===== src/rtl/sgc_pkg.sv =====
// Package: types and constants for the shifter gear classifier.
package sgc_pkg;

    localparam int SAMPLE_BITS    = 12;
    localparam int POS_BITS       = 2 * SAMPLE_BITS;
    localparam int NUM_POS        = 8;
    localparam int POS_IDX_BITS   = 3;
    localparam int CFG_INDEX_BITS = 4;
    localparam int CODE_BITS      = 3;
    localparam int BUTTON_BITS    = 8;
    localparam int SUM_BITS       = SAMPLE_BITS + 2;

    localparam logic [POS_IDX_BITS-1:0] REV_IDX = 3'd6;
    localparam logic [POS_IDX_BITS-1:0] NEU_IDX = 3'd7;

    localparam logic [CODE_BITS-1:0] CODE_NEUTRAL = 3'd0;
    localparam logic [CODE_BITS-1:0] CODE_REVERSE = 3'd7;

    typedef logic [SAMPLE_BITS-1:0] sample_t;
    typedef logic [POS_BITS-1:0]    pos_t;

    typedef struct packed {
        sample_t sample_x;
        sample_t sample_y;
        logic    host_ready;
    } in_item_t;

    typedef struct packed {
        logic [CODE_BITS-1:0]   gear_code;
        logic                   report_valid;
        logic [BUTTON_BITS-1:0] button_bits;
    } out_item_t;

    function automatic sample_t pos_x(input pos_t p);
        return p[SAMPLE_BITS-1:0];
    endfunction

    function automatic sample_t pos_y(input pos_t p);
        return p[POS_BITS-1:SAMPLE_BITS];
    endfunction

endpackage


===== src/rtl/shifter_gear_classifier_top.sv =====
// Top level: gear classifier with shared add and compare unit and stability tracker.
//
// Usage
//   Configuration: cfg_valid/cfg_ready with cfg_index and cfg_data write one of
//   eight calibrated positions (gears 1 to 6, reverse, neutral). cfg_ready is
//   always high; indexes above seven are dropped. Write only while idle.
//   Input: in_valid/in_ready carry one lever sample and the host ready flag.
//   in_ready is high only while the sequencer is idle.
//   Output: out_valid/out_ready carry gear code, report flag and button map.
//   Timing: one sample occupies the sequencer from the transaction to the
//   result register: one to three boundary steps and one or two midpoint
//   steps on the shared four-operand adder and comparator, then one delivery
//   step. The next sample is accepted the cycle after that delivery step.
//   Stall: a finished result waits in the delivery step while the output
//   register is still full, so nothing is lost or overwritten.
//   Reset: calibration clears to zero, the history reads as all neutral and
//   both channels are empty.
module shifter_gear_classifier_top #(
    parameter int HISTORY_DEPTH = 16
) (
    input  logic                                 clk,
    input  logic                                 rst_n,
    input  logic                                 in_valid,
    output logic                                 in_ready,
    input  sgc_pkg::in_item_t                    in_data,
    output logic                                 out_valid,
    input  logic                                 out_ready,
    output sgc_pkg::out_item_t                   out_data,
    input  logic                                 cfg_valid,
    output logic                                 cfg_ready,
    input  logic [sgc_pkg::CFG_INDEX_BITS-1:0]   cfg_index,
    input  sgc_pkg::pos_t                        cfg_data
);
    import sgc_pkg::*;

    localparam int RUN_BITS = $clog2(HISTORY_DEPTH + 1);
    localparam logic [RUN_BITS-1:0] RUN_FULL = RUN_BITS'(HISTORY_DEPTH);
    localparam logic [RUN_BITS-1:0] RUN_ONE  = RUN_BITS'(1);

    localparam logic [2:0] ST_IDLE = 3'd0;
    localparam logic [2:0] ST_BND  = 3'd1;
    localparam logic [2:0] ST_UP   = 3'd2;
    localparam logic [2:0] ST_DN   = 3'd3;
    localparam logic [2:0] ST_DONE = 3'd4;

    localparam logic [1:0] LANE_REV  = 2'd0;
    localparam logic [1:0] LANE_LAST = 2'd2;

    pos_t                 pos_reg [NUM_POS];
    logic [2:0]           state_reg, state_next;
    logic [1:0]           lane_reg, lane_next;
    sample_t              x_reg, y_reg;
    logic                 hr_reg;
    logic [CODE_BITS-1:0] code_reg, code_next;
    logic [CODE_BITS-1:0] last_reg, last_next;
    logic [RUN_BITS-1:0]  run_reg, run_next;
    logic                 out_valid_reg, out_valid_next;
    out_item_t            out_reg, out_next;

    sample_t               op_a, op_b, op_c, op_d;
    logic [SUM_BITS-1:0]   sum;
    sample_t               bound, mid;
    logic                  x_lt, y_gt, y_lt;
    logic [POS_IDX_BITS-1:0] up_idx, dn_idx;
    logic                  slot_free, stable;

    assign cfg_ready = 1'b1;
    assign in_ready  = (state_reg == ST_IDLE);
    assign out_valid = out_valid_reg;
    assign out_data  = out_reg;
    assign slot_free = !out_valid_reg || out_ready;

    assign up_idx = (lane_reg == LANE_REV) ? REV_IDX : {lane_reg - 2'd1, 1'b0};
    assign dn_idx = up_idx + POS_IDX_BITS'(1);

    always_comb
    begin
        op_a = pos_y(pos_reg[up_idx]);
        op_b = pos_y(pos_reg[NEU_IDX]);
        op_c = '0;
        op_d = '0;
        if (state_reg == ST_BND)
        begin
            unique case (lane_reg)
                2'd0:
                begin
                    op_a = pos_x(pos_reg[REV_IDX]);
                    op_b = pos_x(pos_reg[REV_IDX]);
                    op_c = pos_x(pos_reg[0]);
                    op_d = pos_x(pos_reg[1]);
                end
                2'd1:
                begin
                    op_a = pos_x(pos_reg[0]);
                    op_b = pos_x(pos_reg[1]);
                    op_c = pos_x(pos_reg[2]);
                    op_d = pos_x(pos_reg[3]);
                end
                default:
                begin
                    op_a = pos_x(pos_reg[2]);
                    op_b = pos_x(pos_reg[3]);
                    op_c = pos_x(pos_reg[4]);
                    op_d = pos_x(pos_reg[5]);
                end
            endcase
        end
        else if (state_reg == ST_DN)
        begin
            op_a = pos_y(pos_reg[dn_idx]);
        end
    end

    assign sum   = SUM_BITS'(op_a) + SUM_BITS'(op_b) + SUM_BITS'(op_c) + SUM_BITS'(op_d);
    assign bound = sum[SUM_BITS-1:2];
    assign mid   = sum[SAMPLE_BITS:1];
    assign x_lt  = x_reg < bound;
    assign y_gt  = y_reg > mid;
    assign y_lt  = y_reg < mid;

    always_comb
    begin
        state_next     = state_reg;
        lane_next      = lane_reg;
        code_next      = code_reg;
        last_next      = last_reg;
        run_next       = run_reg;
        out_valid_next = out_valid_reg;
        out_next       = out_reg;
        stable         = 1'b0;

        if (out_valid_reg && out_ready)
        begin
            out_valid_next = 1'b0;
        end

        unique case (state_reg)
            ST_IDLE:
            begin
                if (in_valid)
                begin
                    lane_next  = LANE_REV;
                    state_next = ST_BND;
                end
            end
            ST_BND:
            begin
                if (x_lt)
                begin
                    state_next = ST_UP;
                end
                else if (lane_reg == LANE_LAST)
                begin
                    lane_next  = lane_reg + 2'd1;
                    state_next = ST_UP;
                end
                else
                begin
                    lane_next = lane_reg + 2'd1;
                end
            end
            ST_UP:
            begin
                if (y_gt)
                begin
                    code_next  = (lane_reg == LANE_REV) ? CODE_REVERSE
                                                        : CODE_BITS'(up_idx) + CODE_BITS'(1);
                    state_next = ST_DONE;
                end
                else if (lane_reg == LANE_REV)
                begin
                    code_next  = CODE_NEUTRAL;
                    state_next = ST_DONE;
                end
                else
                begin
                    state_next = ST_DN;
                end
            end
            ST_DN:
            begin
                code_next  = y_lt ? CODE_BITS'(dn_idx) + CODE_BITS'(1) : CODE_NEUTRAL;
                state_next = ST_DONE;
            end
            ST_DONE:
            begin
                if (slot_free)
                begin
                    if (code_reg == last_reg)
                    begin
                        run_next = (run_reg == RUN_FULL) ? RUN_FULL : run_reg + RUN_ONE;
                    end
                    else
                    begin
                        run_next = RUN_ONE;
                    end
                    last_next = code_reg;
                    stable    = (run_next == RUN_FULL);
                    out_next.gear_code    = code_reg;
                    out_next.report_valid = stable && hr_reg;
                    out_next.button_bits  = (stable && hr_reg)
                                            ? BUTTON_BITS'(1) << code_reg
                                            : '0;
                    out_valid_next = 1'b1;
                    state_next     = ST_IDLE;
                end
            end
            default:
            begin
                state_next = ST_IDLE;
            end
        endcase
    end

    always_ff @(posedge clk or negedge rst_n)
    begin
        if (!rst_n)
        begin
            state_reg     <= ST_IDLE;
            lane_reg      <= LANE_REV;
            last_reg      <= CODE_NEUTRAL;
            run_reg       <= RUN_FULL;
            out_valid_reg <= 1'b0;
            for (int i = 0; i < NUM_POS; i++)
            begin
                pos_reg[i] <= '0;
            end
        end
        else
        begin
            state_reg     <= state_next;
            lane_reg      <= lane_next;
            last_reg      <= last_next;
            run_reg       <= run_next;
            out_valid_reg <= out_valid_next;
            if (cfg_valid && (cfg_index < CFG_INDEX_BITS'(NUM_POS)))
            begin
                pos_reg[cfg_index[POS_IDX_BITS-1:0]] <= cfg_data;
            end
        end
    end

    always_ff @(posedge clk)
    begin
        code_reg <= code_next;
        out_reg  <= out_next;
        if (in_valid && in_ready)
        begin
            x_reg  <= in_data.sample_x;
            y_reg  <= in_data.sample_y;
            hr_reg <= in_data.host_ready;
        end
    end

endmodule

===== config.mk =====
export PLATFORM = sky130hd
export DESIGN_NAME = shifter_gear_classifier_top
export DESIGN_NICKNAME = d
export VERILOG_FILES = /design/src/rtl/sgc_pkg.sv /design/src/rtl/shifter_gear_classifier_top.sv
export SDC_FILE = /design/constraint.sdc
export NUM_CORES = 1
export LEC_CHECK = 0
export ABC_AREA = 1
export CAP_MARGIN = 10
export CORE_ASPECT_RATIO = 1.1
export CORE_MARGIN = 4
export CORE_UTILIZATION = 57
export DETAILED_ROUTE_END_ITERATION = 8
export DONT_BUFFER_PORTS = 1
export GPL_ROUTABILITY_DRIVEN = 0
export GPL_TIMING_DRIVEN = 0
export PLACE_DENSITY = 0.68
export RECOVER_POWER = 50
export SLEW_MARGIN = 5
export SYNTH_ARGS = -nofsm -noshare
export SYNTH_HDL_FRONTEND = slang
export SYNTH_SLANG_ARGS = --single-unit

===== constraint.sdc =====
create_clock -name clk -period 6.5 [get_ports clk]
set_input_delay 0.325 -clock clk [delete_from_list [all_inputs] [get_ports clk]]
set_output_delay 0.325 -clock clk [all_outputs]
set_load 0.02 [all_outputs]

==> results of run 1 <==
path summary, 6_finish.rpt:
path	end	start	slack, ps
max	code_reg[0]$_SDFFCE_PP0P_	state_reg[2]$_DFFE_PN0P_	310
min	pos_reg[118]$_DFFE_PN0P_	cfg_data[22]	20
max reg2reg	code_reg[0]$_SDFFCE_PP0P_	state_reg[2]$_DFFE_PN0P_	310
min reg2reg	pos_reg[136]$_DFFE_PN0P_	pos_reg[136]$_DFFE_PN0P_	480
max in group asynchronous	pos_reg[98]$_DFFE_PN0P_	rst_n	1570
min in group asynchronous	run_reg[2]$_DFFE_PN0P_	rst_n	1960
per-stage QoR:
step	area [sq um]	setup WS, ps	setup TNS [ps]
floorplan	12290	1125	0
global placement	12660	-363.9	-2292
detailed placement	12690	-465.8	-3132
CTS	14110	6.607	0
global route	14150	-59.42	-177.1
finish	14150	310.6	0
timing repair:
item	in CTS	in global routing
pin swaps	0	2
resized for setup	8	35
endpoints found under the setup margin	11	11
endpoints found under the hold margin	266	0
hold buffers	52	0
buffers inserted	0	3
layout by cell type, fill, tap and decap left out, types with 6 or more instances in the layout:
cell type | Yosys | routed
a21oi_1 | 72 | 71
xor2_1 | 9 | 9
nor3_1 | 34 | 34
clkbuf_16 | 0 | 27
nand3_1 | 44 | 44
nand4_1 | 8 | 8
nor2_1 | 83 | 80
inv_2 | 11 | 11
clkbuf_1 | 70 | 66
a211oi_2 | 0 | 6
o21ai_0 | 182 | 182
dfrtp_1 | 193 | 193
inv_1 | 183 | 183
ha_1 | 34 | 33
o221ai_1 | 9 | 9
clkbuf_2 | 0 | 10
o211ai_1 | 16 | 16
dlygate4sd3_1 | 0 | 51
o22ai_1 | 16 | 16
clkbuf_8 | 0 | 7
fa_1 | 24 | 24
nand2_1 | 305 | 304
o21ai_1 | 63 | 63
edfxtp_1 | 40 | 40
a31oi_1 | 7 | 7
synth_stat cells, drive strengths merged (4+ instances only):
cell type / count / area [sq um]
a2111oi: 6 / 52.55
a211oi: 6 / 45.04
a21oi: 72 / 360.4
a221oi: 4 / 35.03
a22oi: 4 / 30.03
a31oi: 7 / 43.79
buf: 7 / 31.28
clkbuf: 70 / 262.8
dfrtp: 193 / 4830
edfxtp: 40 / 1201
fa: 24 / 480.5
ha: 34 / 425.4
inv: 194 / 728.2
nand2: 307 / 1157
nand3: 45 / 230.2
nand4: 8 / 50.05
nor2: 84 / 317.8
nor3: 35 / 180.2
o211ai: 16 / 120.1
o21ai: 246 / 1235
o221ai: 9 / 78.83
o22ai: 16 / 100.1
xnor2: 4 / 35.03
xor2: 9 / 78.83
kinds of logic after synthesis:
group                      Yosys count  share of synthesized area
and+or+nand+nor                    488                     0.1642
AOI/OAI and AO/OA                  394                     0.1762
buffers and inverters              273                    0.08376
DFF                                234                     0.4927
adders and majority gates           58                    0.07368
xor gates and xnor gates            13                   0.009261
other                                1                  0.0003050
metal layers:
layer,GRT usage,up-vias,share of wire
li1,-,5006,-
met1,0.4165,5123,0.39
met2,0.5427,521,0.49
met3,0.05497,127,0.083
met4,0.1310,0,0.045
met5,0,-,0
critical path, delay by kind of cell, from the launching register on:
kind                     cells  cell delay (ps)
adder cells (fa/ha/maj)      4             1780
AND/OR/NAND/NOR             12             1380
AO/OA/AOI/OAI                6             1140
buffers and inverters        5              850
flip-flops                   1              450
XOR/XNOR                     1              270
cell type report:
| class | instances | area [sq um] | area share |
|---|---|---|---|
| Inverter | 196 | 735.7 | 0.05199 |
| Tap cell | 290 | 362.8 | 0.02564 |
| Sequential cell | 234 | 6057 | 0.4281 |
| Buffer | 76 | 311.5 | 0.02202 |
| Timing Repair Buffer | 57 | 556.8 | 0.03935 |
| Clock inverter | 7 | 61.31 | 0.004333 |
| Clock buffer | 40 | 794.5 | 0.05615 |
| Multi-Input combinational cell | 954 | 5270 | 0.3724 |
==> reports/qor.csv, run 1 <==
stage;metric;value;unit
run_status;outcome;finished, violations left;
run_status;violations;capacitance limit, slew limit;
timing;drv_slew;195;
clock_network;root_buffer;clkbuf_16;
global_routing;grt_antenna_before_repair;0;
routing;drt_wl_total;38120;um
finish;syn2layout_area_growth;15.09;%
routing;num_vias;10780;
critical_path;required;6730;ps
critical_path;slowest_delay;640;ps
worst_hold_path;worstHoldPathType;in -> reg;
timing;hold_ws;21.55;ps
finish;fill_cells;1828;
timing;finalCriticalPeriod;6189;ps
clock_network;insertion_delay;540;ps
critical_path;critPathKind;reg -> reg;
synthesis;dominantRegCellSynth;dfrtp_1;
synthesis;synth.distinct_cells;48;
place;dp_hpwl;26980;um
critical_path;crit_fanout;10;
clock_network;cts.sinks;234;
global_routing;gr-total-overflow;0;
place;portBuffers;0;
floorplanning;dieHeight;162.0;um
critical_path;crit_arrival;6420;ps
synthesis;synth_fp_nets;1577;
clock_network;cts.path.max_buffers;3;
worst_hold_path;whs_path_depth;2;
critical_path;crit_top_cell;nand2_1;
synthesis;synth-seq-cells;234;
critical_path;critical_path.startpoint_type;register;
synthesis;yosysSeqAreaShare;0.4927;
timing;skew;6.796;ps
global_routing;grt_max_degree;195;
synthesis;yosys_warnings;0;
clock_network;cts_tree;done;
timing;timing.final.hold_violations;0;
finish;drive_above_1_share;0.06010;
floorplanning;coreArea;21300;sq um
critical_path;cp-end-kind;register;
floorplanning;rows;56;
finish;antenna_cells;0;
clock_network;clk_transition_reported_paths;60;ps
clock_network;cts_htree_levels;1;
finish;fin_nets;1661;
timing;slew_headroom;-2.257;
job;drv_cap;1;
timing;setup_viol;0;
timing;fmax;0.1616;GHz
routing;wl_per_cell;20.56;um
floorplanning;dieArea;23990;sq um
global_routing;grt_pass1_vias;10940;
floorplanning;initial_utilization;0.5772;
critical_path;rr_worst_depth;28;
global_routing;globalRouteTotalUtil;0.3220;
timing;min_period_over_period;0.9522;
routing;drcViolationCount;0;
synthesis;synth_edf_count;40;
synthesis;synth_cells;1461;
synthesis;synth.avg_cell_area;8.415;sq um
finish;final_core_util;0.6643;
critical_path;slowest_stage;clkbuf_1;
synthesis;synthArstFlopShare;0.8291;
global_routing;grt_pass1_wl;60380;um
place;post-place-cells;1753;
floorplanning;ioPinCount;73;
finish;largest_reg_flops;180;
synthesis;netlist_area;12290;sq um
routing;drt_iter0_markers;1028;
routing;ant_nets;0;
routing;routed_via_density;5.813;
floorplanning;die_x;148.0;um
routing;dr.pass1.iters;8;
finish;stdcell_count;1854;
timing;tightest_slew;4886;ps
clock_network;numCtsBuffers;26;
Power of run 1 is left out: the tool's default activity adds up to more than one toggle a clock period on the data nets, which glitch-free logic cannot reach.
==> run 2, diff against run 1 <==
--- a/config.mk
+++ b/config.mk
@@ -14,6 +14,7 @@
 export DONT_BUFFER_PORTS = 1
 export GPL_ROUTABILITY_DRIVEN = 0
 export GPL_TIMING_DRIVEN = 0
+export MAX_ROUTING_LAYER = met4
 export PLACE_DENSITY = 0.68
 export RECOVER_POWER = 50
 export SLEW_MARGIN = 5
==> constraint.sdc (replaced) <==
create_clock -name clk -period 7.22 [get_ports clk]
set_input_delay 0.361 -clock clk [delete_from_list [all_inputs] [get_ports clk]]
set_output_delay 0.361 -clock clk [all_outputs]
set_load 0.02 [all_outputs]
==> run 2 against run 1 <==
The run still ends with capacitance limit, slew limit left. Sequential share of layout area grew 0.28 points. Fmax shrank 8.6%. Cell count shrank 0.11%. Global-route usage grew 0.93 points. Wire length grew 0.12%. Critical path depth grew 2. Via count grew 0.50%. Final area shrank 0.65%. Register-to-register slack gained 130 ps. Setup slack gained 130 ps. Largest cell class unchanged.
==> reports/qor.csv, run 2 (synthesized netlist as in run 1, its figures left out) <==
stage;metric;value;unit
run_status;outcome;finished, violations left;
run_status;violations;capacitance limit, slew limit;
routing;routed_via_density;5.848;
timing;slew_headroom;-2.315;
floorplanning;dieHeight;162.0;um
timing;hold_ws;59.51;ps
routing;dr.pass1.iters;5;
global_routing;grtUsageMet3;0.05469;
timing;skew;9.337;ps
finish;register_area;6057;sq um
global_routing;grt_max_degree;195;
place;dp_hpwl;26980;um
finish;drive_above_1_share;0.04417;
global_routing;globalRouteTotalUtil;0.3313;
routing;drt_wl_total;38160;um
routing;drcViolationCount;0;
finish;layout_commonest_cell;nand2_1;
routing;num_vias;10830;
global_routing;grt_antenna_before_repair;0;
finish;final_core_util;0.6600;
clock_network;cts.path.max_buffers;3;
timing;timing.final.hold_violations;0;
routing;drt_iter0_markers;1111;
finish;multi_input_area;5218;sq um
global_routing;grt_busiest_layer;met2;
critical_path;crit_arrival;7010;ps
timing;setup_tns;0;ps
clock_network;clk_transition_reported_paths;60;ps
critical_path;cp-end-kind;register;
critical_path;ff2ff_setup_slack;440;ps
timing;setup_viol;0;
floorplanning;coreArea;21300;sq um
clock_network;cts_htree_levels;1;
critical_path;critical_path.startpoint_type;register;
global_routing;grt_pass1_vias;10940;
place;portBuffers;0;
routing;wl_per_cell;20.61;um
critical_path;slowest_stage;buf_1;
job;drv_cap;1;
global_routing;gr-total-overflow;0;
floorplanning;dieArea;23990;sq um
clock_network;numCtsBuffers;26;
clock_network;insertion_delay;540;ps
timing;grt_setup_unrepaired;no;
finish;syn2layout_area_growth;14.35;%
finish;layout_common_cells;305 x nand2_1, 193 x dfrtp_1, 183 x inv_1;
global_routing;use_met2;0.5406;
finish;antenna_cells;0;
critical_path;slowest_delay;640;ps
critical_path;required;7460;ps
timing;drv_slew;195;
finish;fin_nets;1659;
timing;finalCriticalPeriod;6775;ps
finish;largest_reg_flops;180;
timing;tightest_slew;4972;ps
timing;min_period_over_period;0.9384;
critical_path;crit_fanout;10;
clock_network;cts.sinks;234;
clock_network;root_buffer;clkbuf_16;
routing;ant_nets;0;
floorplanning;ioPinCount;73;
clock_network;cts_tree;done;
floorplanning;die_x;148.0;um
floorplanning;initial_utilization;0.5772;
floorplanning;rows;56;
global_routing;grt_pass1_wl;60310;um
critical_path;crit_top_cell;nand2_1;
global_routing;grt_use_met1;0.4167;
worst_hold_path;worstHoldPathType;in -> reg;
finish;fill_cells;1839;
timing;fmax;0.1476;GHz
critical_path;critPathKind;reg -> reg;
run 2: worst max-delay path, delay by kind of cell (launching register included):
family | cells | cell delay, ps
xor+xnor | 1 | 270
fa+ha+maj | 5 | 2030
flops | 1 | 390
buf+inv | 7 | 1370
compound gates | 6 | 1270
simple gates | 11 | 1090
run 2: final timing paths:
kind / from / endpoint / cells after the start
worst min register to register: pos_reg[136]$_DFFE_PN0P_ / pos_reg[136]$_DFFE_PN0P_ / 2
max in group asynchronous: rst_n / pos_reg[116]$_DFFE_PN0P_ / 2
min in group asynchronous: rst_n / run_reg[2]$_DFFE_PN0P_ / 2
worst max-delay path: lane_reg[0]$_DFFE_PN0P_ / code_reg[0]$_SDFFCE_PP0P_ / 30
worst max register to register: lane_reg[0]$_DFFE_PN0P_ / code_reg[0]$_SDFFCE_PP0P_ / 30
worst min-delay path: cfg_data[12] / pos_reg[60]$_DFFE_PN0P_ / 2
run 2: final cells by class:
cell class / count / share of cell area
Multi-Input combinational cell: 954 / 0.3711
Buffer: 77 / 0.02100
Tap cell: 290 / 0.02581
Sequential cell: 234 / 0.4308
Clock inverter: 7 / 0.004361
Inverter: 196 / 0.05233
Clock buffer: 40 / 0.05651
Timing Repair Buffer: 54 / 0.03800
run 2: layer usage:
| metal | up-vias | wire, um |
|---|---|---|
| met4 | 0 | 1687 |
| met3 | 136 | 3133 |
| met2 | 549 | 18480 |
| li1 | 4997 | - |
| met1 | 5149 | 14860 |
| met5 | - | 0 |
run 2: timing repair:
action / in CTS / in global routing
endpoints found under the setup margin: 0 / 9
endpoints found under the hold margin: 266 / 0
setup buffers: 0 / 0
resized for setup: 0 / 5
hold buffers: 52 / 0
run 2: per-stage QoR:
| stage | cells | cell area (sq um) | setup WS, ps |
|---|---|---|---|
| 2_1_floorplan | 1461 | 12290 | 1845 |
| 3_3_place_gp | 1751 | 12660 | 356.1 |
| 3_5_place_dp | 1753 | 12690 | 254.2 |
| 4_1_cts | 1852 | 14090 | 243.7 |
| 5_1_grt | 1852 | 14060 | 2.692 |
| 6_report | 1852 | 14060 | 444.7 |
Power of run 2 is left out for the same reason.
==> run 3, diff against run 2 <==
--- a/config.mk
+++ b/config.mk
@@ -13,8 +13,6 @@
 export DETAILED_ROUTE_END_ITERATION = 8
 export DONT_BUFFER_PORTS = 1
 export GPL_ROUTABILITY_DRIVEN = 0
-export GPL_TIMING_DRIVEN = 0
-export MAX_ROUTING_LAYER = met4
 export PLACE_DENSITY = 0.68
 export RECOVER_POWER = 50
 export SLEW_MARGIN = 5
==> run 3 against run 2 <==
The flow still finishes with violations (capacitance limit, slew limit). Fmax is 9.7% higher. Critical path depth is 4 lower. Utilization is 0.68 points lower. Clock-buffer cell count is 3 lower. Cell count is 3.2% lower. Highest routed layer unchanged.
==> reports/qor.csv, run 3 (synthesized netlist as in run 1, its figures left out) <==
stage;metric;value;unit
run_status;outcome;finished, violations left;
run_status;violations;capacitance limit, slew limit;
clock_network;cts.sinks;234;
global_routing;grt_pass1_wl;53140;um
critical_path;cp_num_buf_inv;5;
clock_network;insertion_delay;530;ps
critical_path;rr_worst_depth;26;
worst_hold_path;hp-start;cfg_data[12];
clock_network;cts_htree_levels;1;
clock_network;root_buffer;clkbuf_16;
worst_hold_path;whs_path_depth;2;
global_routing;grt_max_degree;195;
timing;drv_slew;342;
place;post_dp_cell_area;12530;sq um
critical_path;crit_fanout;40;
floorplanning;coreArea;21300;sq um
worst_hold_path;worstHoldPathType;in -> reg;
global_routing;grt_pass1_vias;10030;
routing;drcViolationCount;0;
critical_path;ff2ff_setup_slack;1040;ps
finish;layout_common_cells;305 x nand2_1, 193 x dfrtp_1, 191 x o21ai_0;
finish;drive_above_1_share;0.05459;
finish;final_core_util;0.6532;
clock_network;numCtsBuffers;26;
clock_network;cts_resized;0;
floorplanning;rows;56;
critical_path;required;7480;ps
finish;fin_area;13910;sq um
timing;tightest_slew;4888;ps
global_routing;globalRouteTotalUtil;0.2769;
critical_path;r2r_start;lane_reg[0]$_DFFE_PN0P_;
routing;drt_iter0_markers;895;
floorplanning;dieArea;23990;sq um
timing;setup_viol;0;
routing;wl_per_cell;18.49;um
critical_path;path_delay_family;adder cells;
worst_hold_path;whs_endpoint;pos_reg[60]$_DFFE_PN0P_;
routing;routed_via_density;5.745;
global_routing;grt_antenna_before_repair;0;
critical_path;critical_path.startpoint_type;register;
finish;syn2layout_area_growth;13.17;%
routing;dr.pass1.iters;6;
timing;slew_headroom;-2.258;
finish;fin_nets;1598;
routing;drt_wl_total;33160;um
clock_network;cts_tree;done;
critical_path;slowest_stage;fa_1;
routing;ant_nets;0;
place;dp_hpwl;21000;um
critical_path;critPathKind;reg -> reg;
job;drv_cap;4;
floorplanning;die_x;148.0;um
global_routing;gr-total-overflow;0;
timing;timing.final.hold_violations;0;
critical_path;crit_top_cell;nand2_1;
critical_path;crit_arrival;6430;ps
timing;grt_setup_unrepaired;no;
clock_network;clk_transition_reported_paths;60;ps
timing;setup_tns;0;ps
timing;skew;12.60;ps
finish;largest_reg_flops;180;
finish;layout_commonest_cell;nand2_1;
routing;num_vias;10300;
timing;finalCriticalPeriod;6176;ps
clock_network;cts.path.max_buffers;3;
floorplanning;dieHeight;162.0;um
floorplanning;ioPinCount;73;
critical_path;r2r-end;code_reg[1]$_DFFE_PP_;
floorplanning;initial_utilization;0.5772;
place;portBuffers;0;
critical_path;slowest_delay;560;ps
timing;fmax;0.1619;GHz
timing;min_period_over_period;0.8554;
finish;fill_cells;1825;
critical_path;cp-end-kind;register;
run 3: changes by cell type in the layout (fill, tap and decap cells not counted), moves of 6 or more:
cell,change
clkbuf_1,-66
buf_1,-6
o21ai_0,+9
buf_4,+13
o21ai_1,-9
run 3: worst reg2reg max path: stages (launching register included):
cell and delay [ps]:
dfrtp_1 390, inv_2 110, ha_1 460, buf_4 270
nor2_1 90, inv_2 540, o211ai_1 190, o21ai_0 120
a21oi_1 130, fa_1 560, inv_1 50, fa_1 530
inv_1 50, ha_1 350, a21oi_1 140, nand2_1 120
a31oi_1 190, xor2_1 390, ha_1 340, a21oi_1 190
o21ai_1 110, nand3_1 100, nand3_2 120, nand2_1 130
nand2_1 70, nand2_1 80, nand2_1 100
run 3: layout make-up:
class	count	area, sq um	share of cell area
flip-flops and latches	234	6057	0.4353
multi-input cells	954	5239	0.3765
clock buffers	37	774.5	0.05567
inverters	196	735.7	0.05288
repair buffers	70	635.6	0.04568
well taps	290	362.8	0.02608
clock inverters	11	106.4	0.007644
diodes	1	2.502	0.0001799
run 3: worst max path at each step:
stage,startpoint,endpoint,slack [ps],cells past startpoint
after floorplan,lane_reg[0]$_DFFE_PN0P_,code_reg[0]$_SDFFCE_PP0P_,1840,31
after global placement,lane_reg[0]$_DFFE_PN0P_,code_reg[2]$_DFFE_PP_,1280,31
after detailed placement,lane_reg[0]$_DFFE_PN0P_,code_reg[0]$_SDFFCE_PP0P_,1190,31
after CTS,lane_reg[0]$_DFFE_PN0P_,code_reg[1]$_DFFE_PP_,1160,31
after global routing,lane_reg[0]$_DFFE_PN0P_,code_reg[0]$_SDFFCE_PP0P_,510,32
final,lane_reg[0]$_DFFE_PN0P_,code_reg[1]$_DFFE_PP_,1040,26
run 3: per-stage QoR:
stage	instances	hold slack, ps	worst slack [ps]
after CTS	1792	49.37	1162
after global placement	1692	77.60	1278
after floorplan	1461	65.41	1845
after global routing	1792	63.71	511.5
after detailed placement	1692	76.50	1186
final	1793	58.59	1044
run 3: repair_timing:
| action | 4_1_cts | 5_1_grt |
|---|---|---|
| hold endpoints to repair | 266 | 0 |
| setup buffers | 0 | 0 |
| hold buffers | 52 | 0 |
run 3: layer usage:
metal  wire (um)  up-vias  GRT usage
met5           0        -          0
met4         781        0    0.07434
met3        2318       56    0.03544
met2       15960      388     0.4694
met1       14100     4977     0.3806
li1            -     4879          -
Power of run 3 is left out for the same reason.
